[src/sv/perspective_floor_texture_mapper_macros.svh]
// ---------------------------------------------------------------------------
// Assertion macros for the perspective floor texture mapper
// Concurrent checks that vanish in synthesis builds.
// ---------------------------------------------------------------------------
`ifndef PERSPECTIVE_FLOOR_TEXTURE_MAPPER_MACROS_SVH
`define PERSPECTIVE_FLOOR_TEXTURE_MAPPER_MACROS_SVH
`ifndef SYNTHESIS
`define PFT_ASSERT(name, clk, rst, prop, msg) \
  name: assert property (@(posedge clk) disable iff (rst) (prop)) else $error(msg);
`define PFT_ASSERT_IMPLY(name, clk, rst, ante, cons, msg) \
  name: assert property (@(posedge clk) disable iff (rst) (ante) |-> (cons)) else $error(msg);
`else
`define PFT_ASSERT(name, clk, rst, prop, msg)
`define PFT_ASSERT_IMPLY(name, clk, rst, ante, cons, msg)
`endif
`endif

[src/sv/pft_pkg.sv]
// ---------------------------------------------------------------------------
// pft_pkg
// Shared types and constants of the perspective floor texture mapper.
// ---------------------------------------------------------------------------
`default_nettype none

package pft_pkg;

  localparam int TEX_SIDE        = 64;
  localparam int TEX_BITS        = $clog2(TEX_SIDE);
  localparam int TEX_AW          = 2 * TEX_BITS;
  localparam int SHADE_ENTRIES   = 256;
  localparam int SHADE_AW        = $clog2(SHADE_ENTRIES);
  localparam int SCREEN_WIDTH    = 320;
  localparam int VIEW_HEIGHT     = 200;
  localparam int FLOOR_SCALE     = 24;
  localparam int TEX_SHIFT       = 18;
  localparam int NUM_SCALE       = 32'h7fff;

  localparam int ROW_STEP_BITS   = 4;
  localparam int ROW_DIV_STAGES  = 32 / ROW_STEP_BITS;
  localparam int STEP_STEP_BITS  = 2;
  localparam int STEP_DIV_STAGES = 32 / STEP_STEP_BITS;

  localparam int REG_IDX_W       = 3;

  typedef enum logic [1:0] {
    OP_DRAW  = 2'd0,
    OP_TEXEL = 2'd1,
    OP_SHADE = 2'd2,
    OP_NONE  = 2'd3
  } op_t;

  typedef enum logic [REG_IDX_W-1:0] {
    REG_EYE_X        = 3'd0,
    REG_EYE_Y        = 3'd1,
    REG_SINE         = 3'd2,
    REG_COSINE       = 3'd3,
    REG_STEP_DIVISOR = 3'd4,
    REG_VSHIFT       = 3'd5,
    REG_HORIZON      = 3'd6,
    REG_ACTIVE_WIDTH = 3'd7
  } reg_t;

  localparam logic [17:0] COSINE_RESET  = 18'h10000;
  localparam logic [30:0] DIVISOR_RESET = 31'd65536;
  localparam logic [7:0]  HORIZON_RESET = 8'd100;
  localparam logic [8:0]  WIDTH_RESET   = 9'd320;

  typedef struct packed {
    logic [31:0] eye_x;
    logic [31:0] eye_y;
    logic [17:0] sine_of_angle;
    logic [17:0] cosine_of_angle;
    logic [30:0] step_divisor;
    logic [8:0]  vertical_shift;
    logic [7:0]  horizon_row;
    logic [8:0]  active_width;
  } cfg_t;

  // per-word payload that rides alongside the arithmetic
  typedef struct packed {
    op_t               op;
    logic              drawable;
    logic [7:0]        row;
    logic [8:0]        col;
    logic [TEX_AW-1:0] index;
    logic [7:0]        value;
  } item_t;

endpackage

`default_nettype wire

[src/sv/pft_row_div.sv]
// ---------------------------------------------------------------------------
// pft_row_div
// Pipelined restoring divider: numerator over row plus one, 4 bits a stage.
// ---------------------------------------------------------------------------
`default_nettype none

module pft_row_div (
  input  logic           clk,
  input  logic           rst,
  input  logic           in_valid,
  output logic           in_ready,
  input  pft_pkg::item_t in_item,
  input  logic [31:0]    in_num,
  input  logic [8:0]     in_den,
  output logic           out_valid,
  input  logic           out_ready,
  output pft_pkg::item_t out_item,
  output logic [31:0]    out_dist
);

  localparam int N = pft_pkg::ROW_DIV_STAGES;

  typedef struct packed {
    logic [8:0]  r;
    logic [31:0] n;
    logic [31:0] q;
  } rdiv_t;

  function automatic rdiv_t row_steps(rdiv_t s, logic [8:0] d);
    rdiv_t      o;
    logic [9:0] t;
    o = s;
    for (int i = 0; i < pft_pkg::ROW_STEP_BITS; i++) begin
      t   = {o.r, o.n[31]};
      o.n = {o.n[30:0], 1'b0};
      if (t >= {1'b0, d}) begin
        o.r = 9'(t - {1'b0, d});
        o.q = {o.q[30:0], 1'b1};
      end else begin
        o.r = t[8:0];
        o.q = {o.q[30:0], 1'b0};
      end
    end
    return o;
  endfunction

  logic [N:1]     vld;
  logic [N:1]     en;
  rdiv_t          st  [1:N];
  logic [8:0]     den [1:N];
  pft_pkg::item_t itm [1:N];

  for (genvar k = 1; k <= N; k++) begin : g_stage
    logic           v_src;
    rdiv_t          s_src;
    logic [8:0]     d_src;
    pft_pkg::item_t i_src;
    if (k == 1) begin : g_head
      assign v_src = in_valid;
      assign s_src = '{r: 9'd0, n: in_num, q: 32'd0};
      assign d_src = in_den;
      assign i_src = in_item;
    end else begin : g_body
      assign v_src = vld[k-1];
      assign s_src = st[k-1];
      assign d_src = den[k-1];
      assign i_src = itm[k-1];
    end
    if (k == N) begin : g_tail
      assign en[k] = ~vld[k] | out_ready;
    end else begin : g_mid
      assign en[k] = ~vld[k] | en[k+1];
    end
    always_ff @(posedge clk) begin
      if (rst) begin
        vld[k] <= 1'b0;
      end else if (en[k]) begin
        vld[k] <= v_src;
      end
    end
    always_ff @(posedge clk) begin
      if (en[k]) begin
        st[k]  <= row_steps(s_src, d_src);
        den[k] <= d_src;
        itm[k] <= i_src;
      end
    end
  end

  assign in_ready  = en[1];
  assign out_valid = vld[N];
  assign out_item  = itm[N];
  // distance is the quotient times 256, wrapped to 32 bits
  assign out_dist  = {st[N].q[23:0], 8'd0};

endmodule

`default_nettype wire

[config.mk]
export PLATFORM = sky130hd
export DESIGN_NAME = pft_row_div
export DESIGN_NICKNAME = d
export VERILOG_FILES = /design/src/sv/perspective_floor_texture_mapper_macros.svh /design/src/sv/pft_pkg.sv /design/src/sv/pft_row_div.sv
export SDC_FILE = /design/constraint.sdc
export NUM_CORES = 1
export LEC_CHECK = 0
export ABC_AREA = 1
export BUFFER_PORTS_ARGS = -buffer_cell sky130_fd_sc_hd__buf_4
export CORE_UTILIZATION = 40
export CTS_CLUSTER_SIZE = 30
export DETAILED_ROUTE_END_ITERATION = 8
export GPL_TIMING_DRIVEN = 0
export HOLD_SLACK_MARGIN = 0.15
export SYNTH_ARGS = -nofsm -noshare
export SYNTH_HDL_FRONTEND = slang
export SYNTH_SLANG_ARGS = --single-unit
export TNS_END_PERCENT = 50
[constraint.sdc]
create_clock -name clk -period 29 [get_ports clk]
set_input_delay 5.8 -clock clk [delete_from_list [all_inputs] [get_ports clk]]
set_output_delay 5.8 -clock clk [all_outputs]
set_load 0.02 [all_outputs]
# Word level (Yosys, flattened, before mapping)
# Memories as Yosys holds them, arrays and structs flattened.
# Index checks and enable logic that the tools add are counted.
# W data, S select, Z words.
# classes
addsub	32
n_mux	120
n_lt_le_gt_ge	32
n_bitwise	16
# op_table
operator	n
$mux W9	64
$ge A10 B9 Y1	31
$sub A9 B9 Y9	31
$mux W32	8
$mux W1	48
$ge A1 B9 Y1	1
$sub A1 B9 Y9	1
$not A1 Y1	8
$or A1 B1 Y1	8
# word_totals
register_bits	8
wordCells	211
ramBits	944
out_inout_bits	74
input_bits	85
mem_count	3
# mem_list
name	words	word_bits	read_ports	rd_ports_with_merged_regs	write_ports	line	text
st	8	69	8	0	8	pft_row_div.sv:49	rdiv_t st [1:N];
itm	8	40	8	0	8	pft_row_div.sv:51	pft_pkg::item_t itm [1:N];
den	8	9	7	0	8	pft_row_div.sv:50	logic [8:0] den [1:N];

# Logic depth before layout (Yosys ltp)
# logic_depth
depth_word	19
depth_mapped	49
ltp_nobuf	47

# Worst setup path after synthesis
# OpenSTA, ideal clock, no wires.
# synth_path
path_type	input to output
start	input out_ready
end	output in_ready
arrival_ps	16678
t_required_ps	23200
stages	12
setup_slack_ps	6522
path_buffers	0
path_cell_list	nor2_1 > inv_1 > nor2_1 > inv_1 > nor2_1 > inv_1 > nor2_1 > inv_1 > nor2_1 > nand2_1 > nor2_1 > nand2_1
# synth_between
elab_chain_len	8
# synth_rtl
element	line	text
start, declared	pft_row_div.sv:16	input logic out_ready,
$or A1 B1 Y1	pft_row_div.sv:70	assign en[k] = ~vld[k] | out_ready;
via en (one bit)	pft_row_div.sv:48	logic [N:1] en;
$or A1 B1 Y1	pft_row_div.sv:72	assign en[k] = ~vld[k] | en[k+1];
via en (one bit)	pft_row_div.sv:48	
$or A1 B1 Y1	pft_row_div.sv:72	
via en (one bit)	pft_row_div.sv:48	
$or A1 B1 Y1	pft_row_div.sv:72	
via en (one bit)	pft_row_div.sv:48	
$or A1 B1 Y1 (2 in a row)	pft_row_div.sv:72	
via en (one bit)	pft_row_div.sv:48	
$or A1 B1 Y1 (2 in a row)	pft_row_div.sv:72	
end, declared	pft_row_div.sv:11	output logic in_ready,
# The timed path passes the listed nets, and every way through them passes these cells.

# Final worst setup path
# Ends and elaborated chain as after synthesis.

==> metrics.txt <==
post-synthesis mux area share 0%; Warnings, synthesis 0; drt drc 8; crit-path most repeated cell nor2_1; final WL 76.3 mm; nets 4,055; remaining antenna violation count after routing 0; status complete, but fails checks; Row Count 109; DP Area 38,700 µm²; Worst slew margin 43.7%; pre-CTS setup slack 12,210 ps; CTS resizes 0; syn_area_per_cell 10.5 µm²; final setup vio count 0; number of I/O pins 159; FMAX 0.0607 GHz; critical path required time 23,200 ps; crit path DAT 10,670 ps; GRT Total Usage 17.0%; actual slew at the worst max-slew pin 845 ps; Core Util, Final 46.5%; die area 90,900 µm²; first-pass GRT wire length 122 mm; filler cell count 8,206; vias per inst 4.86; Post-Synth Simple-Gate Area 17.7%; CP startpoint kind primary input; Final Hold Fails 0; Placeable Area 88,600 µm²; Clock Latency Late Sink 650 ps; part of the cycle the worst path needs 56.8%; CTS Buffer Depth 3; antenna cells 0; worst r2r dst st[0][341]$_DFFE_PP_; port buffer count 149; Layout area overhead 14.9%; vias in the first global route 23,053; Initial Util 40.5%; #FFs+latches synth 650; Die Y 302 µm; RSZ-0062 raised after global routing no; ratio of cells with drive above 1 in the final layout 12.8%; post-CTS setup buffer count 0; Cell variety after synth 48; largest net degree at the start of global routing 62; failing checks design-rule violations; worst reg2reg setup slack 21,170 ps; WS Path Type primary input to primary output; Clk Tree Root Cell clkbuf_16; router iterations before antenna repair 9; total negative slack 0 ps; post-synthesis adder-cell area fraction 11.5%; initial antenna violation count 0; RR Startpoint den[0][27]$_DFFE_PP_; CP cell instances buf_4 > nor2_1 > inv_4 > buf_16 > nor2_1 > inv_4 > nor2_1 > inv_4 > nor2_1 > inv_4 > buf_16 > nor2_1 > nand2_4 > nor2_1 > nand2_4 > buf_4; gpl congestion 0.896; Critical Path Start out_ready; skew final 50.6 ps; Post-synth EDFFs 642; hold buffer count at cts 0; grt total ovfl 0; most common cell after layout, fill and taps aside nand2_1; Max Cap Viol 0; Cells after Synth 3,421; Most used DFF post-synth edfxtp_1; H-tree Lvls 3; Routed wire per std cell 15.6 µm; CTS buffer count 72; Critical Path End Type primary output; CTS tree done; DR iter-0 viols 1,272; mapped cell area 35,900 µm²; design area 41,200 µm²; DP HPWL 56.0 mm; worst-path fanout max 51; Seq/Total Area, Yosys 54.2%; R2R cell count 41; largest family of logic cells by synthesized area simple AND/OR/NAND/NOR gates; TritonCTS sink count 650; post-synthesis xor/xnor area fraction 4.39%; Synth Area in Compound Gates 6.86%; Final min period 16,470 ps; final setup margin 12,530 ps; end point of the critical path in_ready; Reg clk slew, reported paths 70 ps; most frequent cells in the layout nand2_1, edfxtp_1, inv_1, ha_1, nand3_1; DR vias 23,737; Die Wd 302 µm; Async SR Flop Fraction 0%; HP Class flip-flop to flip-flop; crit-path max cell delay 670 ps; fin. max-slew vios 0; crit path max-delay cell type nand2_4
routing by layer:
metal | share of wire [%] | global-route usage, % | vias up
met5 | 0 | 0 | -
met4 | 2.0 | 4.73 | 0
met3 | 3.9 | 2.57 | 90
met2 | 48 | 28.4 | 414
met1 | 47 | 22.8 | 11051
li1 | - | - | 12182
critical path, delay by kind of cell:
| kind | cells | cell delay (ps) |
|---|---|---|
| buffers and inverters | 8 | 2710 |
| and+or+nand+nor | 8 | 2080 |
final cells by class:
type | count | area (µm²) | area share, %
buffer | 33 | 304 | 0.737
tap | 1165 | 1460 | 3.53
inverter | 435 | 1650 | 4.01
multi-input combinational | 2310 | 14500 | 35.3
clock buffer | 84 | 1850 | 4.48
clock inverter | 47 | 656 | 1.59
sequential | 650 | 19400 | 47.1
timing repair buffer | 157 | 1340 | 3.25
cell usage after synthesis, types with 30 or more instances:
cell | count | area share [%]
nor3_1 | 40 | 0.56
o21ai_1 | 37 | 0.52
edfxtp_1 | 642 | 54
nand2_2 | 30 | 0.52
nand4_1 | 32 | 0.56
xnor2_1 | 60 | 1.5
o21ai_0 | 89 | 1.2
nand3_1 | 188 | 2.6
fa_1 | 30 | 1.7
ha_1 | 281 | 9.8
xor2_1 | 120 | 2.9
a21oi_1 | 150 | 2.1
o21ai_2 | 31 | 0.76
inv_1 | 426 | 4.5
nor2_1 | 143 | 1.5
nand2_1 | 872 | 9.1
state kept, by name, indices dropped and copies added (netlist names):
register,count
st,259
g_stage.v_src,7
den,63
itm,320
out_valid,1
how the worst min path moves through the flow:
stage                          start                     to  slack, ps  cells past startpoint
6_report        itm[0][93]$_DFFE_PP_  itm[0][133]$_DFFE_PP_        400                      0
5_1_grt        itm[0][194]$_DFFE_PP_  itm[0][234]$_DFFE_PP_        410                      0
4_1_cts         itm[0][93]$_DFFE_PP_  itm[0][133]$_DFFE_PP_        400                      0
3_5_place_dp    itm[0][71]$_DFFE_PP_  itm[0][111]$_DFFE_PP_        400                      0
3_3_place_gp   itm[0][265]$_DFFE_PP_  itm[0][305]$_DFFE_PP_        400                      0
2_1_floorplan   itm[0][60]$_DFFE_PP_  itm[0][100]$_DFFE_PP_        400                      0
stage by stage:
stage | hold slack (ps) | cells
floorplan | 400 | 3428
global placement | 400 | 4742
global route | 408 | 4881
finish | 401 | 4881
CTS | 399 | 4881
detailed placement | 405 | 4750
cells by family after synthesis:
group                      count (synthesis)
AOI/OAI and AO/OA                        408
xor gates and xnor gates                 180
adders and majority gates                311
buffers and inverters                    468
DFF                                      650
other                                      1
and+or+nand+nor                         1403
Power is left out: the tool's default activity adds up to more than one toggle a clock period on the data nets, which glitch-free logic cannot reach.
