### config.mk
export PLATFORM = sky130hd
export DESIGN_NAME = pft_step_div
export DESIGN_NICKNAME = d
export VERILOG_FILES = /design/src/sv/perspective_floor_texture_mapper_macros.svh /design/src/sv/pft_pkg.sv /design/src/sv/pft_step_div.sv
export SDC_FILE = /design/constraint.sdc
export NUM_CORES = 2
export LEC_CHECK = 0
export ABC_AREA = 1
export ABC_CLOCK_PERIOD_IN_PS = 65900
export BUFFER_PORTS_ARGS = -buffer_cell sky130_fd_sc_hd__buf_2
export CORE_ASPECT_RATIO = 0.8
export CORE_MARGIN = 3
export CORE_UTILIZATION = 35
export CTS_CLUSTER_SIZE = 10
export DETAILED_ROUTE_END_ITERATION = 10
export GPL_TIMING_DRIVEN = 0
export PLACE_DENSITY = 0.5
export SETUP_SLACK_MARGIN = 0.3
export SYNTH_ARGS = -nofsm -noshare
export SYNTH_HDL_FRONTEND = slang
export SYNTH_SLANG_ARGS = --single-unit
### constraint.sdc
create_clock -name clk -period 65.9 [get_ports clk]
set_clock_uncertainty 0.1 [all_clocks]
set_input_delay 6.59 -clock clk [delete_from_list [all_inputs] [get_ports clk]]
set_output_delay 6.59 -clock clk [all_outputs]
set_load 0.02 [all_outputs]
### src/sv/perspective_floor_texture_mapper_macros.svh
// ---------------------------------------------------------------------------
// Assertion macros for the perspective floor texture mapper
// Concurrent checks that vanish in synthesis builds.
// ---------------------------------------------------------------------------
`ifndef PERSPECTIVE_FLOOR_TEXTURE_MAPPER_MACROS_SVH
`define PERSPECTIVE_FLOOR_TEXTURE_MAPPER_MACROS_SVH
`ifndef SYNTHESIS
`define PFT_ASSERT(name, clk, rst, prop, msg) \
  name: assert property (@(posedge clk) disable iff (rst) (prop)) else $error(msg);
`define PFT_ASSERT_IMPLY(name, clk, rst, ante, cons, msg) \
  name: assert property (@(posedge clk) disable iff (rst) (ante) |-> (cons)) else $error(msg);
`else
`define PFT_ASSERT(name, clk, rst, prop, msg)
`define PFT_ASSERT_IMPLY(name, clk, rst, ante, cons, msg)
`endif
`endif

### src/sv/pft_pkg.sv
// ---------------------------------------------------------------------------
// pft_pkg
// Shared types and constants of the perspective floor texture mapper.
// ---------------------------------------------------------------------------
`default_nettype none

package pft_pkg;

  localparam int TEX_SIDE        = 64;
  localparam int TEX_BITS        = $clog2(TEX_SIDE);
  localparam int TEX_AW          = 2 * TEX_BITS;
  localparam int SHADE_ENTRIES   = 256;
  localparam int SHADE_AW        = $clog2(SHADE_ENTRIES);
  localparam int SCREEN_WIDTH    = 320;
  localparam int VIEW_HEIGHT     = 200;
  localparam int FLOOR_SCALE     = 24;
  localparam int TEX_SHIFT       = 18;
  localparam int NUM_SCALE       = 32'h7fff;

  localparam int ROW_STEP_BITS   = 4;
  localparam int ROW_DIV_STAGES  = 32 / ROW_STEP_BITS;
  localparam int STEP_STEP_BITS  = 2;
  localparam int STEP_DIV_STAGES = 32 / STEP_STEP_BITS;

  localparam int REG_IDX_W       = 3;

  typedef enum logic [1:0] {
    OP_DRAW  = 2'd0,
    OP_TEXEL = 2'd1,
    OP_SHADE = 2'd2,
    OP_NONE  = 2'd3
  } op_t;

  typedef enum logic [REG_IDX_W-1:0] {
    REG_EYE_X        = 3'd0,
    REG_EYE_Y        = 3'd1,
    REG_SINE         = 3'd2,
    REG_COSINE       = 3'd3,
    REG_STEP_DIVISOR = 3'd4,
    REG_VSHIFT       = 3'd5,
    REG_HORIZON      = 3'd6,
    REG_ACTIVE_WIDTH = 3'd7
  } reg_t;

  localparam logic [17:0] COSINE_RESET  = 18'h10000;
  localparam logic [30:0] DIVISOR_RESET = 31'd65536;
  localparam logic [7:0]  HORIZON_RESET = 8'd100;
  localparam logic [8:0]  WIDTH_RESET   = 9'd320;

  typedef struct packed {
    logic [31:0] eye_x;
    logic [31:0] eye_y;
    logic [17:0] sine_of_angle;
    logic [17:0] cosine_of_angle;
    logic [30:0] step_divisor;
    logic [8:0]  vertical_shift;
    logic [7:0]  horizon_row;
    logic [8:0]  active_width;
  } cfg_t;

  // per-word payload that rides alongside the arithmetic
  typedef struct packed {
    op_t               op;
    logic              drawable;
    logic [7:0]        row;
    logic [8:0]        col;
    logic [TEX_AW-1:0] index;
    logic [7:0]        value;
  } item_t;

endpackage

`default_nettype wire

### src/sv/pft_step_div.sv
// ---------------------------------------------------------------------------
// pft_step_div
// Pipelined signed divide of distance by the step divisor, 2 bits a stage.
// ---------------------------------------------------------------------------
`default_nettype none

module pft_step_div (
  input  logic           clk,
  input  logic           rst,
  input  logic [30:0]    cfg_divisor,
  input  logic           in_valid,
  output logic           in_ready,
  input  pft_pkg::item_t in_item,
  input  logic [31:0]    in_dist,
  output logic           out_valid,
  input  logic           out_ready,
  output pft_pkg::item_t out_item,
  output logic [31:0]    out_dist,
  output logic [31:0]    out_step
);

  localparam int N = pft_pkg::STEP_DIV_STAGES;
  localparam int M = N + 2;

  typedef struct packed {
    logic [30:0] r;
    logic [31:0] n;
    logic [31:0] q;
  } sdiv_t;

  function automatic sdiv_t div_steps(sdiv_t s, logic [30:0] d);
    sdiv_t       o;
    logic [31:0] t;
    o = s;
    for (int i = 0; i < pft_pkg::STEP_STEP_BITS; i++) begin
      t   = {o.r, o.n[31]};
      o.n = {o.n[30:0], 1'b0};
      if (t >= {1'b0, d}) begin
        o.r = 31'(t - {1'b0, d});
        o.q = {o.q[30:0], 1'b1};
      end else begin
        o.r = t[30:0];
        o.q = {o.q[30:0], 1'b0};
      end
    end
    return o;
  endfunction

  logic [M:1]  vld;
  logic [M:1]  en;
  logic [30:0] divisor;

  // zero divides as one
  assign divisor = (cfg_divisor == 31'd0) ? 31'd1 : cfg_divisor;

  for (genvar k = 1; k <= M; k++) begin : g_vld
    logic src;
    if (k == 1) begin : g_head
      assign src = in_valid;
    end else begin : g_body
      assign src = vld[k-1];
    end
    if (k == M) begin : g_tail
      assign en[k] = ~vld[k] | out_ready;
    end else begin : g_mid
      assign en[k] = ~vld[k] | en[k+1];
    end
    always_ff @(posedge clk) begin
      if (rst) begin
        vld[k] <= 1'b0;
      end else if (en[k]) begin
        vld[k] <= src;
      end
    end
  end

  // magnitude of the dividend
  pft_pkg::item_t p_item;
  logic [31:0]    p_dist;
  logic [31:0]    p_mag;

  always_ff @(posedge clk) begin
    if (en[1]) begin
      p_item <= in_item;
      p_dist <= in_dist;
      p_mag  <= in_dist[31] ? 32'd0 - in_dist : in_dist;
    end
  end

  sdiv_t          st        [1:N];
  pft_pkg::item_t itm       [1:N];
  logic [31:0]    dist_pipe [1:N];

  for (genvar j = 1; j <= N; j++) begin : g_div
    sdiv_t          s_src;
    pft_pkg::item_t i_src;
    logic [31:0]    d_src;
    if (j == 1) begin : g_head
      assign s_src = '{r: 31'd0, n: p_mag, q: 32'd0};
      assign i_src = p_item;
      assign d_src = p_dist;
    end else begin : g_body
      assign s_src = st[j-1];
      assign i_src = itm[j-1];
      assign d_src = dist_pipe[j-1];
    end
    always_ff @(posedge clk) begin
      if (en[j+1]) begin
        st[j]        <= div_steps(s_src, divisor);
        itm[j]       <= i_src;
        dist_pipe[j] <= d_src;
      end
    end
  end

  // quotient truncates toward zero, so the sign is applied to the magnitude
  always_ff @(posedge clk) begin
    if (en[M]) begin
      out_item <= itm[N];
      out_dist <= dist_pipe[N];
      out_step <= dist_pipe[N][31] ? 32'd0 - st[N].q : st[N].q;
    end
  end

  assign in_ready  = en[1];
  assign out_valid = vld[M];

endmodule

`default_nettype wire

* Yosys cells after proc, flatten, opt, wreduce, memory -nomap -nowiden
Memories as Yosys holds them, arrays and structs flattened. A register that Yosys moved wholly into a read port is not among the register bits.
Index checks and enable logic that the tools add are counted.
** Word-level totals
- Word-level logic and storage cells :: 282
- Bits in writable memories :: 2640
- Input bits :: 107
- Output and inout port bits :: 106
- Flip-flop bits (word level) :: 186
- Memories :: 3
- Bits in read-only memories :: 0
- Latch bits :: 0
** Operators by class
- Shift-type cells :: 0
- Multiplexer cells :: 147
- Reduce and logical (&&, ||, !) cells :: 1
- Divide/modulo/power cells :: 0
- Order comparisons :: 32
- Bitwise logic cells :: 36
- Equal/unequal tests :: 0
- $mul :: 0
- Add/subtract/negate cells :: 34
** Memories
- st :: depth 16, bits a word 93, read ports 16, clocked after Yosys merged registers in 0, wr ports 16, line pft_step_div.sv:90 : sdiv_t st [1:N];
- itm :: depth 16, bits a word 40, read ports 16, clocked after Yosys merged registers in 1, wr ports 16, line pft_step_div.sv:91 : pft_pkg::item_t itm [1:N];
- dist_pipe :: depth 16, bits a word 32, read ports 16, clocked after Yosys merged registers in 0, wr ports 16, line pft_step_div.sv:92 : logic [31:0] dist_pipe [1:N];
** Operators by type and width (count)
- 31-bit 2-to-1 mux :: 66
- 32-bit by 31-bit >= comparator with 1-bit output :: 31
- 31-bit subtractor :: 31
- 32-bit 2-to-1 mux :: 17
- 1-bit 2-to-1 mux :: 64
- 1-bit by 32-bit subtractor with 32-bit output (first input constant) :: 2
- 1-bit by 31-bit >= comparator with 1-bit output :: 1
- 31-bit zero test :: 1
- 1-bit by 31-bit subtractor with 31-bit output :: 1
- 1-bit NOT :: 18
- 1-bit OR :: 18

* Logic depth before layout (Yosys ltp)
- Word-level depth :: 22
- Depth in mapped cells :: 38

* Least setup slack after synthesis
No wires, ideal clock.
- Path type :: input port to output port
- Start :: input port out_ready
- End :: output port in_ready
- Arrival time :: 28.240 ns
- Cell stages on the path :: 10
- Required time :: 59.210 ns
- Slack :: 30.970 ns
- Cells stage by stage :: inv_1 nand3_1 nor2_1 nand4_1 nor2_1 nand4_1 nor2_1 nand4_1 nor2_2 nand4_1
** Between the ends
- Cells in the longest elaborated chain, start to end :: 18
** RTL lines
- start, declared :: line pft_step_div.sv:16 : input logic out_ready,
- 1-bit OR :: line pft_step_div.sv:64 : assign en[k] = ~vld[k] | out_ready;
- 1-bit OR :: line pft_step_div.sv:66 : assign en[k] = ~vld[k] | en[k+1];
- net en, one bit :: line pft_step_div.sv:50 : logic [M:1] en;
- 1-bit OR (4 in a row) :: line pft_step_div.sv:66
- net en, one bit :: line pft_step_div.sv:50
- 1-bit OR (4 in a row) :: line pft_step_div.sv:66
- net en, one bit :: line pft_step_div.sv:50
- 1-bit OR (4 in a row) :: line pft_step_div.sv:66
- net en, one bit :: line pft_step_div.sv:50
- 1-bit OR (4 in a row) :: line pft_step_div.sv:66
- end, declared :: line pft_step_div.sv:12 : output logic in_ready,
The timed path passes the listed nets, and every way through them passes these cells.

* Worst setup path in the final report
Ends and elaborated chain as after synthesis.

==> results.json <==
{
  "yosysSeqAreaShare_pct": 50.8,
  "place_inst": 20400,
  "critPathMaxStageDelay_ns": 0.74,
  "placed_cell_area_mm2": 0.148,
  "regToRegSetupSlack_ns": 58.84,
  "grt_pass1_vias": 101000,
  "synth-edff-count": 2321,
  "synth_fa_ha_area_share_pct": 9.19,
  "synth_area_mm2": 0.138,
  "clock_latency_ns": 0.95,
  "yosys.area_share.xor_xnor_pct": 4.39,
  "root_buffer": "clkbuf_16",
  "wl_per_cell_um": 21.9,
  "arrival_ns": 13.19,
  "power.density_mw_per_mm2": 33.1,
  "synth_compound_area_share_pct": 11.2,
  "use_met1_pct": 34.9,
  "drt_wl_total_um": 456000,
  "dieArea_mm2": 0.402,
  "final_cell_mix": "3,686 x nand2_1, 2,321 x edfxtp_1, 1,422 x inv_1",
  "nFillCells": 38700,
  "final_common_cell": "nand2_1",
  "core_mm2": 0.391,
  "total_power_mw": 5.17,
  "synth_cell_types": 62,
  "pwr-share-clk_pct": 27.7,
  "slowest_stage": "nand4_1",
  "clk_path_buf_depth": 4,
  "cts.htree.levels": 5,
  "num_rows": 205,
  "p_sw_share_pct": 37.1,
  "irDropWorstVdd_uv": 35.5,
  "p_leak_nw": 69.7,
  "grt_pass1_wl_um": 664000,
  "grt_max_degree": 99,
  "yosys_register_bits": 2339,
  "drive_gt1_share_pct": 6.59,
  "met2_usage_pct": 30.8,
  "instances_no_fill": 20800,
  "finalNetCount": 16600,
  "initial_core_util_pct": 35.3,
  "synthToLayoutAreaGrowth_pct": 13.3,
  "clock.fmax_ghz": 0.0503,
  "io_pins": 213,
  "met3_usage_pct": 3.51,
  "pwr-share-seq_pct": 36.1,
  "design_area_mm2": 0.156,
  "cts.reportedPaths.clkPinSlew_ns": 0.07,
  "dr.first_iter.drc_count": 11100,
  "path_class": "primary input to output pin",
  "ant_nets": 0,
  "start_kind": "primary input",
  "yosys.area_share.simple_pct": 19.6,
  "yosys_warnings": 0,
  "worstHoldPathType": "register to register",
  "crit_top_cell": "buf_8",
  "fin_crit_sh_pct": 30.2,
  "p_sw_mw": 1.92,
  "dp_hpwl_um": 348000,
  "place_congestion": 0.928,
  "post-route-min-period_ns": 19.88,
  "relSlewSlack_pct": 17.1,
  "hold_buffers": 0,
  "required_ns": 59.21,
  "worstMarginPinSlew_ns": 1.23,
  "synth_top_family_by_area": "simple AND/OR/NAND/NOR gates",
  "route.detailed.drc": 0,
  "worstSetupStartpoint": "out_ready",
  "critPathCapture": "in_ready",
  "clock-sinks": 2339,
  "avgViaCountPerCell": 5.26,
  "die_y_um": 568,
  "muxShareOfSynthArea_pct": 0,
  "syn_area_per_cell_um2": 9.26,
  "report.final.setup_viol": 0,
  "cts_tree": "built",
  "vias": 109000,
  "hold_viol": 0,
  "fp.dieW_um": 708,
  "synthFlopType": "edfxtp_1",
  "track_usage_pct": 22.0,
  "setup_tns_ns": 0,
  "p_comb_share_pct": 36.2,
  "slew_violations": 0,
  "crit_path_end_kind": "output pin",
  "grt-ovfl-total": 0,
  "whs_ns": 0.258,
  "cp_max_fo": 32,
  "ctsResizeCount": 0,
  "ff2ff_path_depth": 13,
  "rsz0062_at_grt": "false",
  "status": "finished clean",
  "drt-pass1-iter-count": 6,
  "synth_cells": 14900,
  "cts_setup_buffers": 0,
  "p_int_mw": 3.25,
  "grt.busiest_layer": "met1",
  "maxCapViolCount": 0,
  "antenna_found_initial": 21,
  "timing.rr.end": "itm[2][32]$_DFFE_PP_",
  "portBuffers": 211,
  "crit_chain": "buf_2 -> inv_1 -> nand3_4 -> nor2_1 -> nand4_1 -> nor2_1 -> nand4_1 -> buf_8 -> nor2_1 -> nand4_1 -> buf_8 -> nor2_2 -> nand4_1 -> buf_8 -> buf_16 -> buf_8 -> buf_8 -> buf_2",
  "numCtsBuffers": 286,
  "synthArstFlopShare_pct": 0,
  "r2r_start": "out_valid$_SDFFE_PP0P_",
  "synth_fp_nets": 16000
}
## critical path: cells and delay by family
| kind | cells | cell delay, ns |
|---|---|---|
| AND/OR/NAND/NOR | 9 | 4.69 |
| buffers and inverters | 9 | 1.84 |
## area by class of cell
class | instances | area (um2) | area share [%]
buffer | 219 | 1130 | 0.725
multi-input combinational | 10900 | 61300 | 39.2
sequential | 2339 | 70100 | 44.8
antenna | 11 | 27.5 | 0.0176
clock buffer | 320 | 7320 | 4.68
inverter | 1473 | 5660 | 3.62
timing repair buffer | 314 | 3360 | 2.15
clock inverter | 69 | 936 | 0.599
tap | 5175 | 6470 | 4.14
## power by group through the flow
stage               Sequential (mW)  Combinational [mW]  Clock (mW)
floorplan                      1.87                1.32           0
global placement               1.90                1.82           0
detailed placement             1.90                1.83           0
finish                         1.87                1.87        1.43
global route                   1.88                2.09        1.54
CTS                            1.87                1.84        1.48
## cell usage after synthesis, drive strengths merged, types with 61 or more instances
cell	n	area, um2
xor2	394	3450
o21a	99	743
ha	965	12100
buf	144	843
nor2	1136	4320
xnor2	298	2610
nand3	963	4890
nand4	145	907
a21o	211	1580
clkbuf	75	285
o21bai	115	871
edfxtp	2321	69700
a21boi	61	462
inv	1472	5530
or2	110	688
nand2	3703	13900
nor3	223	1130
o21ai	945	4750
a21oi	1093	5490
a31oi	105	657
nand3b	86	658
## layer usage
layer,part of all wire [%],wire length (um)
met5,0.0059,27
met4,2.5,11600
met1,50,227000
met3,8.0,36700
met2,40,181000
## flip-flops by register name, summed over array words and instances (netlist names), 17 cells and up
name	count
p_mag	31
g_div.d_src	32
g_div.i_src	40
out_dist	32
dist_pipe	512
st	962
itm	640
g_vld.src	17
out_step	32
out_item	40
## metrics by stage
step	utilization (%)	setup WS (ns)
after floorplan	-	30.97
after global placement	37.2	4.45
after detailed placement	37.8	45.78
after CTS	39.9	45.72
after global routing	39.9	45.42
final	40.0	46.02
## how the worst min path moves through the flow
stage	to	start	depth (start not counted)	slack, ns
4_1_cts	st[0][841]$_DFFE_PP_	st[0][746]$_DFFE_PP_	0	0.25
6_report	st[0][841]$_DFFE_PP_	st[0][746]$_DFFE_PP_	0	0.26
5_1_grt	st[0][948]$_DFFE_PP_	st[0][853]$_DFFE_PP_	0	0.25
3_5_place_dp	dist_pipe[0][105]$_DFFE_PP_	dist_pipe[0][73]$_DFFE_PP_	0	0.30
2_1_floorplan	dist_pipe[0][100]$_DFFE_PP_	dist_pipe[0][68]$_DFFE_PP_	0	0.30
3_3_place_gp	itm[11][30]$_DFFE_PP_	itm[10][30]$_DFFE_PP_	0	0.30
## kinds of logic after synthesis
family | after synthesis
buf+inv | 1692
fa+ha+maj | 995
xor+xnor | 692
compound gates | 2738
simple gates | 6450
flops | 2339
(Power assumes the default switching activity.)
