File: src/sv/perspective_floor_texture_mapper_macros.svh
// ---------------------------------------------------------------------------
// Assertion macros for the perspective floor texture mapper
// Concurrent checks that vanish in synthesis builds.
// ---------------------------------------------------------------------------
`ifndef PERSPECTIVE_FLOOR_TEXTURE_MAPPER_MACROS_SVH
`define PERSPECTIVE_FLOOR_TEXTURE_MAPPER_MACROS_SVH
`ifndef SYNTHESIS
`define PFT_ASSERT(name, clk, rst, prop, msg) \
  name: assert property (@(posedge clk) disable iff (rst) (prop)) else $error(msg);
`define PFT_ASSERT_IMPLY(name, clk, rst, ante, cons, msg) \
  name: assert property (@(posedge clk) disable iff (rst) (ante) |-> (cons)) else $error(msg);
`else
`define PFT_ASSERT(name, clk, rst, prop, msg)
`define PFT_ASSERT_IMPLY(name, clk, rst, ante, cons, msg)
`endif
`endif

File: src/sv/pft_pkg.sv
// ---------------------------------------------------------------------------
// pft_pkg
// Shared types and constants of the perspective floor texture mapper.
// ---------------------------------------------------------------------------
`default_nettype none

package pft_pkg;

  localparam int TEX_SIDE        = 64;
  localparam int TEX_BITS        = $clog2(TEX_SIDE);
  localparam int TEX_AW          = 2 * TEX_BITS;
  localparam int SHADE_ENTRIES   = 256;
  localparam int SHADE_AW        = $clog2(SHADE_ENTRIES);
  localparam int SCREEN_WIDTH    = 320;
  localparam int VIEW_HEIGHT     = 200;
  localparam int FLOOR_SCALE     = 24;
  localparam int TEX_SHIFT       = 18;
  localparam int NUM_SCALE       = 32'h7fff;

  localparam int ROW_STEP_BITS   = 4;
  localparam int ROW_DIV_STAGES  = 32 / ROW_STEP_BITS;
  localparam int STEP_STEP_BITS  = 2;
  localparam int STEP_DIV_STAGES = 32 / STEP_STEP_BITS;

  localparam int REG_IDX_W       = 3;

  typedef enum logic [1:0] {
    OP_DRAW  = 2'd0,
    OP_TEXEL = 2'd1,
    OP_SHADE = 2'd2,
    OP_NONE  = 2'd3
  } op_t;

  typedef enum logic [REG_IDX_W-1:0] {
    REG_EYE_X        = 3'd0,
    REG_EYE_Y        = 3'd1,
    REG_SINE         = 3'd2,
    REG_COSINE       = 3'd3,
    REG_STEP_DIVISOR = 3'd4,
    REG_VSHIFT       = 3'd5,
    REG_HORIZON      = 3'd6,
    REG_ACTIVE_WIDTH = 3'd7
  } reg_t;

  localparam logic [17:0] COSINE_RESET  = 18'h10000;
  localparam logic [30:0] DIVISOR_RESET = 31'd65536;
  localparam logic [7:0]  HORIZON_RESET = 8'd100;
  localparam logic [8:0]  WIDTH_RESET   = 9'd320;

  typedef struct packed {
    logic [31:0] eye_x;
    logic [31:0] eye_y;
    logic [17:0] sine_of_angle;
    logic [17:0] cosine_of_angle;
    logic [30:0] step_divisor;
    logic [8:0]  vertical_shift;
    logic [7:0]  horizon_row;
    logic [8:0]  active_width;
  } cfg_t;

  // per-word payload that rides alongside the arithmetic
  typedef struct packed {
    op_t               op;
    logic              drawable;
    logic [7:0]        row;
    logic [8:0]        col;
    logic [TEX_AW-1:0] index;
    logic [7:0]        value;
  } item_t;

endpackage

`default_nettype wire

File: src/sv/pft_front.sv
// ---------------------------------------------------------------------------
// pft_front
// Three-stage front end: plane side, numerator, first drawn row and cull.
// ---------------------------------------------------------------------------
`default_nettype none

module pft_front (
  input  logic               clk,
  input  logic               rst,
  input  pft_pkg::cfg_t      cfg,
  input  logic               in_valid,
  output logic               in_ready,
  input  pft_pkg::op_t       in_op,
  input  logic [31:0]        in_height,
  input  logic [7:0]         in_row,
  input  logic [8:0]         in_col,
  input  logic [7:0]         in_clip,
  input  logic [pft_pkg::TEX_AW-1:0] in_index,
  input  logic [7:0]         in_value,
  output logic               out_valid,
  input  logic               out_ready,
  output pft_pkg::item_t     out_item,
  output logic [31:0]        out_num,
  output logic [8:0]         out_den
);

  localparam int M = 3;

  typedef struct packed {
    pft_pkg::op_t              op;
    logic [7:0]                y;
    logic [8:0]                col;
    logic [7:0]                clip;
    logic [pft_pkg::TEX_AW-1:0] index;
    logic [7:0]                value;
  } raw_t;

  logic [M:1] vld;
  logic [M:1] en;

  for (genvar k = 1; k <= M; k++) begin : g_vld
    logic src;
    if (k == 1) begin : g_head
      assign src = in_valid;
    end else begin : g_body
      assign src = vld[k-1];
    end
    if (k == M) begin : g_tail
      assign en[k] = ~vld[k] | out_ready;
    end else begin : g_mid
      assign en[k] = ~vld[k] | en[k+1];
    end
    always_ff @(posedge clk) begin
      if (rst) begin
        vld[k] <= 1'b0;
      end else if (en[k]) begin
        vld[k] <= src;
      end
    end
  end

  assign in_ready  = en[1];
  assign out_valid = vld[M];

  // stage 1: magnitude of the height and 0x7fff * height
  raw_t        s1_raw;
  logic [31:0] s1_phmag;
  logic [31:0] s1_num;

  always_ff @(posedge clk) begin
    if (en[1]) begin
      s1_raw   <= '{op: in_op, y: in_row, col: in_col, clip: in_clip,
                    index: in_index, value: in_value};
      s1_phmag <= in_height[31] ? 32'd0 - in_height : in_height;
      s1_num   <= 32'(in_height * 32'(pft_pkg::NUM_SCALE));
    end
  end

  // stage 2: side, numerator magnitude, checks that do not need the first row
  logic [28:0] scaled;
  logic        floor2;
  logic        row_ok;
  logic        ok2;
  logic [7:0]  hh;

  assign hh     = cfg.horizon_row;
  assign scaled = 29'(s1_phmag[31:8]) * 29'(pft_pkg::FLOOR_SCALE);
  assign floor2 = s1_num[31];

  always_comb begin
    if (floor2) begin
      row_ok = (9'(s1_raw.y) + 9'(hh)) < 9'(pft_pkg::VIEW_HEIGHT);
    end else begin
      row_ok = (s1_raw.y < hh) &&
               !((10'(s1_raw.y) + 10'(pft_pkg::VIEW_HEIGHT)) < 10'(hh));
    end
    ok2 = (s1_raw.op == pft_pkg::OP_DRAW) && row_ok &&
          (s1_raw.col < cfg.active_width) &&
          (10'(s1_raw.col) < 10'(pft_pkg::SCREEN_WIDTH)) &&
          (s1_raw.clip <= s1_raw.y);
  end

  raw_t        s2_raw;
  logic [12:0] s2_y0base;
  logic [31:0] s2_num;
  logic        s2_ok;
  logic [7:0]  s2_screen_row;

  always_ff @(posedge clk) begin
    if (en[2]) begin
      s2_raw        <= s1_raw;
      s2_y0base     <= scaled[28:16];
      s2_num        <= floor2 ? 32'd0 - s1_num : s1_num;
      s2_ok         <= ok2;
      s2_screen_row <= floor2 ? 8'(hh + s1_raw.y) : 8'(hh - s1_raw.y - 8'd1);
    end
  end

  // stage 3: first drawn row against the horizon and the row itself
  logic [8:0]         shift_mag;
  logic signed [13:0] y0;
  logic signed [13:0] y0c;
  logic               past_horizon;
  logic               above_first;

  always_comb begin
    shift_mag    = cfg.vertical_shift[8] ? 9'd0 - cfg.vertical_shift : cfg.vertical_shift;
    y0           = $signed({1'b0, s2_y0base}) - $signed({5'b0, shift_mag});
    past_horizon = y0 > $signed({6'b0, hh});
    y0c          = (y0 <= 14'sd0) ? 14'sd1 : y0;
    above_first  = $signed({6'b0, s2_raw.y}) < y0c;
  end

  always_ff @(posedge clk) begin
    if (en[3]) begin
      out_item <= '{op: s2_raw.op,
                    drawable: s2_ok && !past_horizon && !above_first,
                    row: s2_screen_row, col: s2_raw.col,
                    index: s2_raw.index, value: s2_raw.value};
      out_num  <= s2_num;
      out_den  <= 9'(s2_raw.y) + 9'd1;
    end
  end

endmodule

`default_nettype wire

File: config.mk
export PLATFORM = sky130hd
export DESIGN_NAME = pft_front
export DESIGN_NICKNAME = d
export VERILOG_FILES = /design/src/sv/perspective_floor_texture_mapper_macros.svh /design/src/sv/pft_pkg.sv /design/src/sv/pft_front.sv
export SDC_FILE = /design/constraint.sdc
export NUM_CORES = 1
export LEC_CHECK = 0
export BUFFER_PORTS_ARGS = -buffer_cell sky130_fd_sc_hd__buf_2
export CAP_MARGIN = 30
export CORE_ASPECT_RATIO = 0.6
export CORE_UTILIZATION = 51
export DETAILED_ROUTE_END_ITERATION = 10
export PLACE_DENSITY = 0.77
export SYNTH_ARGS = -nofsm -noshare
export SYNTH_HDL_FRONTEND = slang
export SYNTH_SLANG_ARGS = --single-unit
export TNS_END_PERCENT = 50
File: constraint.sdc
create_clock -name clk -period 6.7 [get_ports clk]
set_clock_uncertainty 0.05 [all_clocks]
set_input_delay 0 -clock clk [delete_from_list [all_inputs] [get_ports clk]]
set_output_delay 0 -clock clk [all_outputs]
set_load 0.02 [all_outputs]
======== Yosys cells after proc, flatten, opt, wreduce, memory -nomap -nowiden ========
Index checks and enable logic that the tools add are counted.
cells by class
  bitwise logic cells ..................... 6
  reductions and logical operators ........ 11
  multiplexer cells ....................... 6
  multiply operators ...................... 2
  add/subtract/negate cells ............... 10
  $lt $le $gt $ge ......................... 9
operators with widths
  cell                                                                          count
  1-bit by 32-bit subtractor with 32-bit output, first input constant           2
  31-bit two-way mux                                                            2
  32-bit by 15-bit multiplier with 32-bit output, second input constant         1
  24-bit by 2-bit multiplier with 26-bit output, second input constant          1
  14-bit by 9-bit > comparator with 1-bit output                                1
  14-bit by 1-bit <= comparator with 1-bit output, second input constant        1
  9-bit by 14-bit less-than comparator with 1-bit output                        1
  14-bit two-way mux                                                            1
  13-bit by 9-bit subtractor with 14-bit output                                 1
  8-bit by 1-bit adder with 9-bit output, second input constant                 1
  8-bit by 8-bit adder with 9-bit output                                        1
  8-bit by 8-bit adder with 9-bit output, second input constant                 1
  9-bit by 8-bit less-than comparator with 1-bit output                         1
  9-bit by 8-bit less-than comparator with 1-bit output, second input constant  1
  9-bit less-than comparator                                                    1
  9-bit less-than comparator, second input constant                             1
  9-bit two-way mux                                                             1
  1-bit by 9-bit subtractor with 9-bit output, first input constant             1
  8-bit adder                                                                   1
  8-bit <= comparator                                                           1
  8-bit less-than comparator                                                    1
  8-bit two-way mux                                                             1
  8-bit by 1-bit subtractor with 8-bit output, second input constant            1
  8-bit subtractor                                                              1
  other kinds (6)                                                               18
word-level totals
  logic and storage cells ................. 74
  output and inout port bits .............. 83
  register bits ........................... 288
  input bits .............................. 240

======== Logic depth before layout (Yosys ltp) ========
  depth in word-level cells ............... 9
  mapped depth ............................ 23
  mapped depth without buffers ............ 23

======== Worst setup path before layout ========
Ideal clock, no wire load.
  path type ............................... input to register
  from .................................... in in_height[12]
  to ...................................... reg s1_num[29], data pin
  cell stages on the path ................. 19
  data required time ...................... 6492 ps
  path slack .............................. 696 ps
  arrival time ............................ 5796 ps
  path buffers ............................ 0
  path through ............................ inv_1 -> fa_1 -> inv_1 -> fa_1 -> fa_1 -> fa_1 -> fa_1 -> inv_1 -> fa_1 -> inv_1 -> ha_1 -> a21o_1 -> a211o_1 -> a31o_2 -> a41oi_1 -> o211ai_1 -> a31oi_1 -> or4b_2 -> o211ai_1
on the way
  longest elaborated chain between the ends .. 1
ends and longest elaborated chain
  what                                            RTL line         text
  start: declaration                              pft_front.sv:14  input logic [31:0] in_height,
  32-bit by 15-bit multiplier with 32-bit output  pft_front.sv:75  s1_num <= 32'(in_height * 32'(pft_pkg::NUM_SCALE));
  end signal: assignment                          pft_front.sv:75
  end: declaration                                pft_front.sv:68  logic [31:0] s1_num;
Every way passes these cells.
A chain may end at the register's enable or synchronous reset.

======== Worst setup path in the final report ========
Ends and elaborated chain as after synthesis.

==> results.ini <==
[sta]
fmax_mhz = 154
max_slew.worst_pin.slew_ns = 0.929
relSlewSlack_pct = 37.5
finalCriticalPeriod_ns = 6.48
final_hold_viol_count = 0
tns_ns = 0
setup_ws_ns = 0.216
setup-violations-final = 0
slew_viol_final = 0
hold_ws_ns = 0.0777
rsz0062_at_grt = false
fin_crit_sh_pct = 96.8

[floorplan]
fp-row-count = 54
ios = 323
die_w_um = 254
dieArea_um2 = 38800
die_y_um = 153
coreArea_um2 = 36800
initial_core_util_pct = 52.6

[synthesis]
synth_simple_gate_area_share_pct = 6.15
syn_area_um2 = 19400
synth_nets = 2151
synth_seq_cells = 280
synthArstFlopShare_pct = 0
synth_xor_area_share_pct = 6.06
synth_mux_area_share_pct = 0.368
synth.distinct_cells = 62
synth-main-ff-cell = edfxtp_1
synth_top_cell_by_area = edfxtp_1
synthAdderAreaFrac_pct = 31.0
seq_area_frac_synth_pct = 43.3
synthCells = 1545
syn_area_per_cell_um2 = 12.5
yosysWarnings = 0
synth_top_family_by_area = adder cells
synth_compound_gate_area_share_pct = 6.99
synth-edff-count = 277
synth_top_area_share_pct = 43.0
yosys-top-cells-area = edfxtp_1 43%, fa_1 20%, ha_1 11%, inv_1 6.0%, xnor2_1 4.7%

[cts]
cts_tree = done
clk_latency_ns = 0.57
h-tree-depth = 1
numCtsBuffers = 28
cts_setup_buffers = 0
cts_root_buf = clkbuf_16
clk_pin_slew_ns = 0.06
clock_sinks = 280
cts.path.max_buffers = 3

[route]
drtIter0Drc = 924
drc = 0
viasPerCell = 5.18
wl_per_cell_um = 17.8
drt_wl_total_um = 42200
dr.pass1.iters = 5
ant_nets = 0
via_count = 12305

[setup_path]
timing.critical_path.slowest_stage_cell = fa_1
arrival_ns = 6.84
worstPathRequired_ns = 7.06
path_class = in2reg
start_kind = primary input
slowest_delay_ns = 0.68
crit_chain = dlygate4sd3_1 > buf_2 > inv_1 > fa_1 > inv_1 > fa_1 > fa_1 > fa_1 > fa_1 > inv_1 > fa_1 > inv_1 > ha_1 > a21o_1 > a211o_1 > a31o_2 > a41oi_2 > o211ai_1 > a31oi_1 > or4b_2 > o211ai_1
crit_top_cell = fa_1
cp_max_fo = 6
worst_setup_path_end_kind = flip-flop

[place]
place.gp.congestion = 0.936
port_buffers = 191
post-place-ws_ns = 0.115
hpwl_um = 33100

[grt]
grt_usage_pct = 21.9
overflow = 0
grt_max_degree = 58
grt_pass1_vias = 12778
grt_pass1_wl_um = 66500
antenna_found_initial = 0

[cells_and_area]
synthToLayoutAreaGrowth_pct = 17.4
num_antenna_cells = 0
drive_above_1_share_pct = 13.8
nets = 2458

[flow_run]
cap_violations = 0

[status]
status = complete, no violations

[hold_path]
hp-class = in2reg

-- metal layers --
metal  vias to the layer above  wire length (µm)  global-route usage, %
met4                         0               709                   4.39
met5                         -                 0                      0
met2                       416             17800                   32.9
met3                        54              3530                   5.01
met1                      6051             20200                   32.7
li1                       5784                 -                      -
-- timing repair --
action	CTS	global route
endpoints found under the hold margin	78	0
endpoints found under the setup margin	0	4
hold buffers	90	0
gates resized for setup	0	3
-- kinds of logic after synthesis --
| group | count (synthesis) |
|---|---|
| mux | 7 |
| xor+xnor | 134 |
| simple gates | 234 |
| buf+inv | 318 |
| flops | 280 |
| fa+ha+maj | 366 |
| compound gates | 206 |
-- Yosys cell counts, drive strengths merged, types with 6 or more instances --
cell type  number
a21boi          6
a21oi          51
o21a            8
xor2           30
nand2b         16
mux2i           6
a21o           22
ha            177
inv           307
o31ai          13
fa            189
o21bai         12
nor3           12
nor2           49
and3            9
o21ai          47
nand4           8
nor2b           9
or3            12
nand3          20
clkbuf         11
edfxtp        277
nand2          72
xnor2         104
-- worst paths after layout --
check	start	to	slack, ns	cells past startpoint
max	in_height[12]	s1_num[29]	0.22	21
min	in_height[2]	s1_num[2]	0.08	3
max reg2reg	s2_y0base[0]	out_item[37]	2.08	20
min reg2reg	s2_num[16]	out_num[16]	0.37	0
-- critical path: cells and delay by family --
family | cells | cell delay, ns
AO/OA/AOI/OAI | 7 | 1.58
AND/OR/NAND/NOR | 1 | 0.60
adder cells (fa/ha/maj) | 7 | 3.65
buffers and inverters | 6 | 0.99
-- final cells by class --
| class | instances | area (µm²) |
|---|---|---|
| multi-input combinational | 947 | 9810 |
| clock inverter | 11 | 91.3 |
| clock buffer | 38 | 738 |
| timing repair buffer | 288 | 1930 |
| tap | 504 | 631 |
| sequential | 280 | 8380 |
| inverter | 307 | 1150 |
| fill | 2799 | 14100 |
-- state kept, by name, summed over array words and instances, names as in the netlist --
| signal | flops |
|---|---|
| s1_raw | 47 |
| out_item | 40 |
| s2_raw | 39 |
| out_num | 32 |
| s2_num | 32 |
| s1_num | 31 |
| s1_phmag | 25 |
| s2_y0base | 13 |
| out_den | 9 |
| s2_screen_row | 8 |
| g_vld.src | 2 |
| out_valid | 1 |
| s2_ok | 1 |
-- metrics by stage --
stage,instance area (µm²),cells,util (%)
floorplan,19400,1545,-
global placement,21000,2235,56.9
detailed placement,21000,2236,57.0
CTS,22700,2375,61.7
global route,22700,2375,61.7
finish,22700,2375,61.7
-- placed cells by master, fill, tap and decap left out, types with 4 or more instances in the layout --
master / netlist / final
nand2b_1: 16 / 16
ha_1: 177 / 177
xor2_1: 30 / 30
inv_1: 307 / 305
a21boi_0: 6 / 6
o21a_1: 8 / 8
edfxtp_1: 277 / 277
buf_4: 0 / 6
fa_1: 189 / 189
and3_1: 9 / 9
clkbuf_1: 11 / 10
o31ai_1: 12 / 12
a21o_1: 22 / 22
nand2_1: 72 / 71
nor2_1: 49 / 49
or2_2: 4 / 4
clkinv_1: 0 / 4
mux2i_1: 6 / 6
xnor2_1: 104 / 104
dlygate4sd3_1: 0 / 90
o21bai_1: 12 / 12
buf_2: 0 / 191
nand3_1: 19 / 19
or3_1: 8 / 8
o211ai_1: 5 / 5
o22ai_1: 4 / 4
nor3_1: 11 / 11
a21oi_1: 51 / 51
a22oi_1: 4 / 4
clkbuf_16: 0 / 28
or3_4: 4 / 4
nand4_1: 8 / 8
nor2b_1: 9 / 9
o21ai_0: 45 / 45
and2_1: 5 / 5
Power is not shown: default switching activity piles up to over one toggle a cycle in this logic, so the estimate is an artifact.
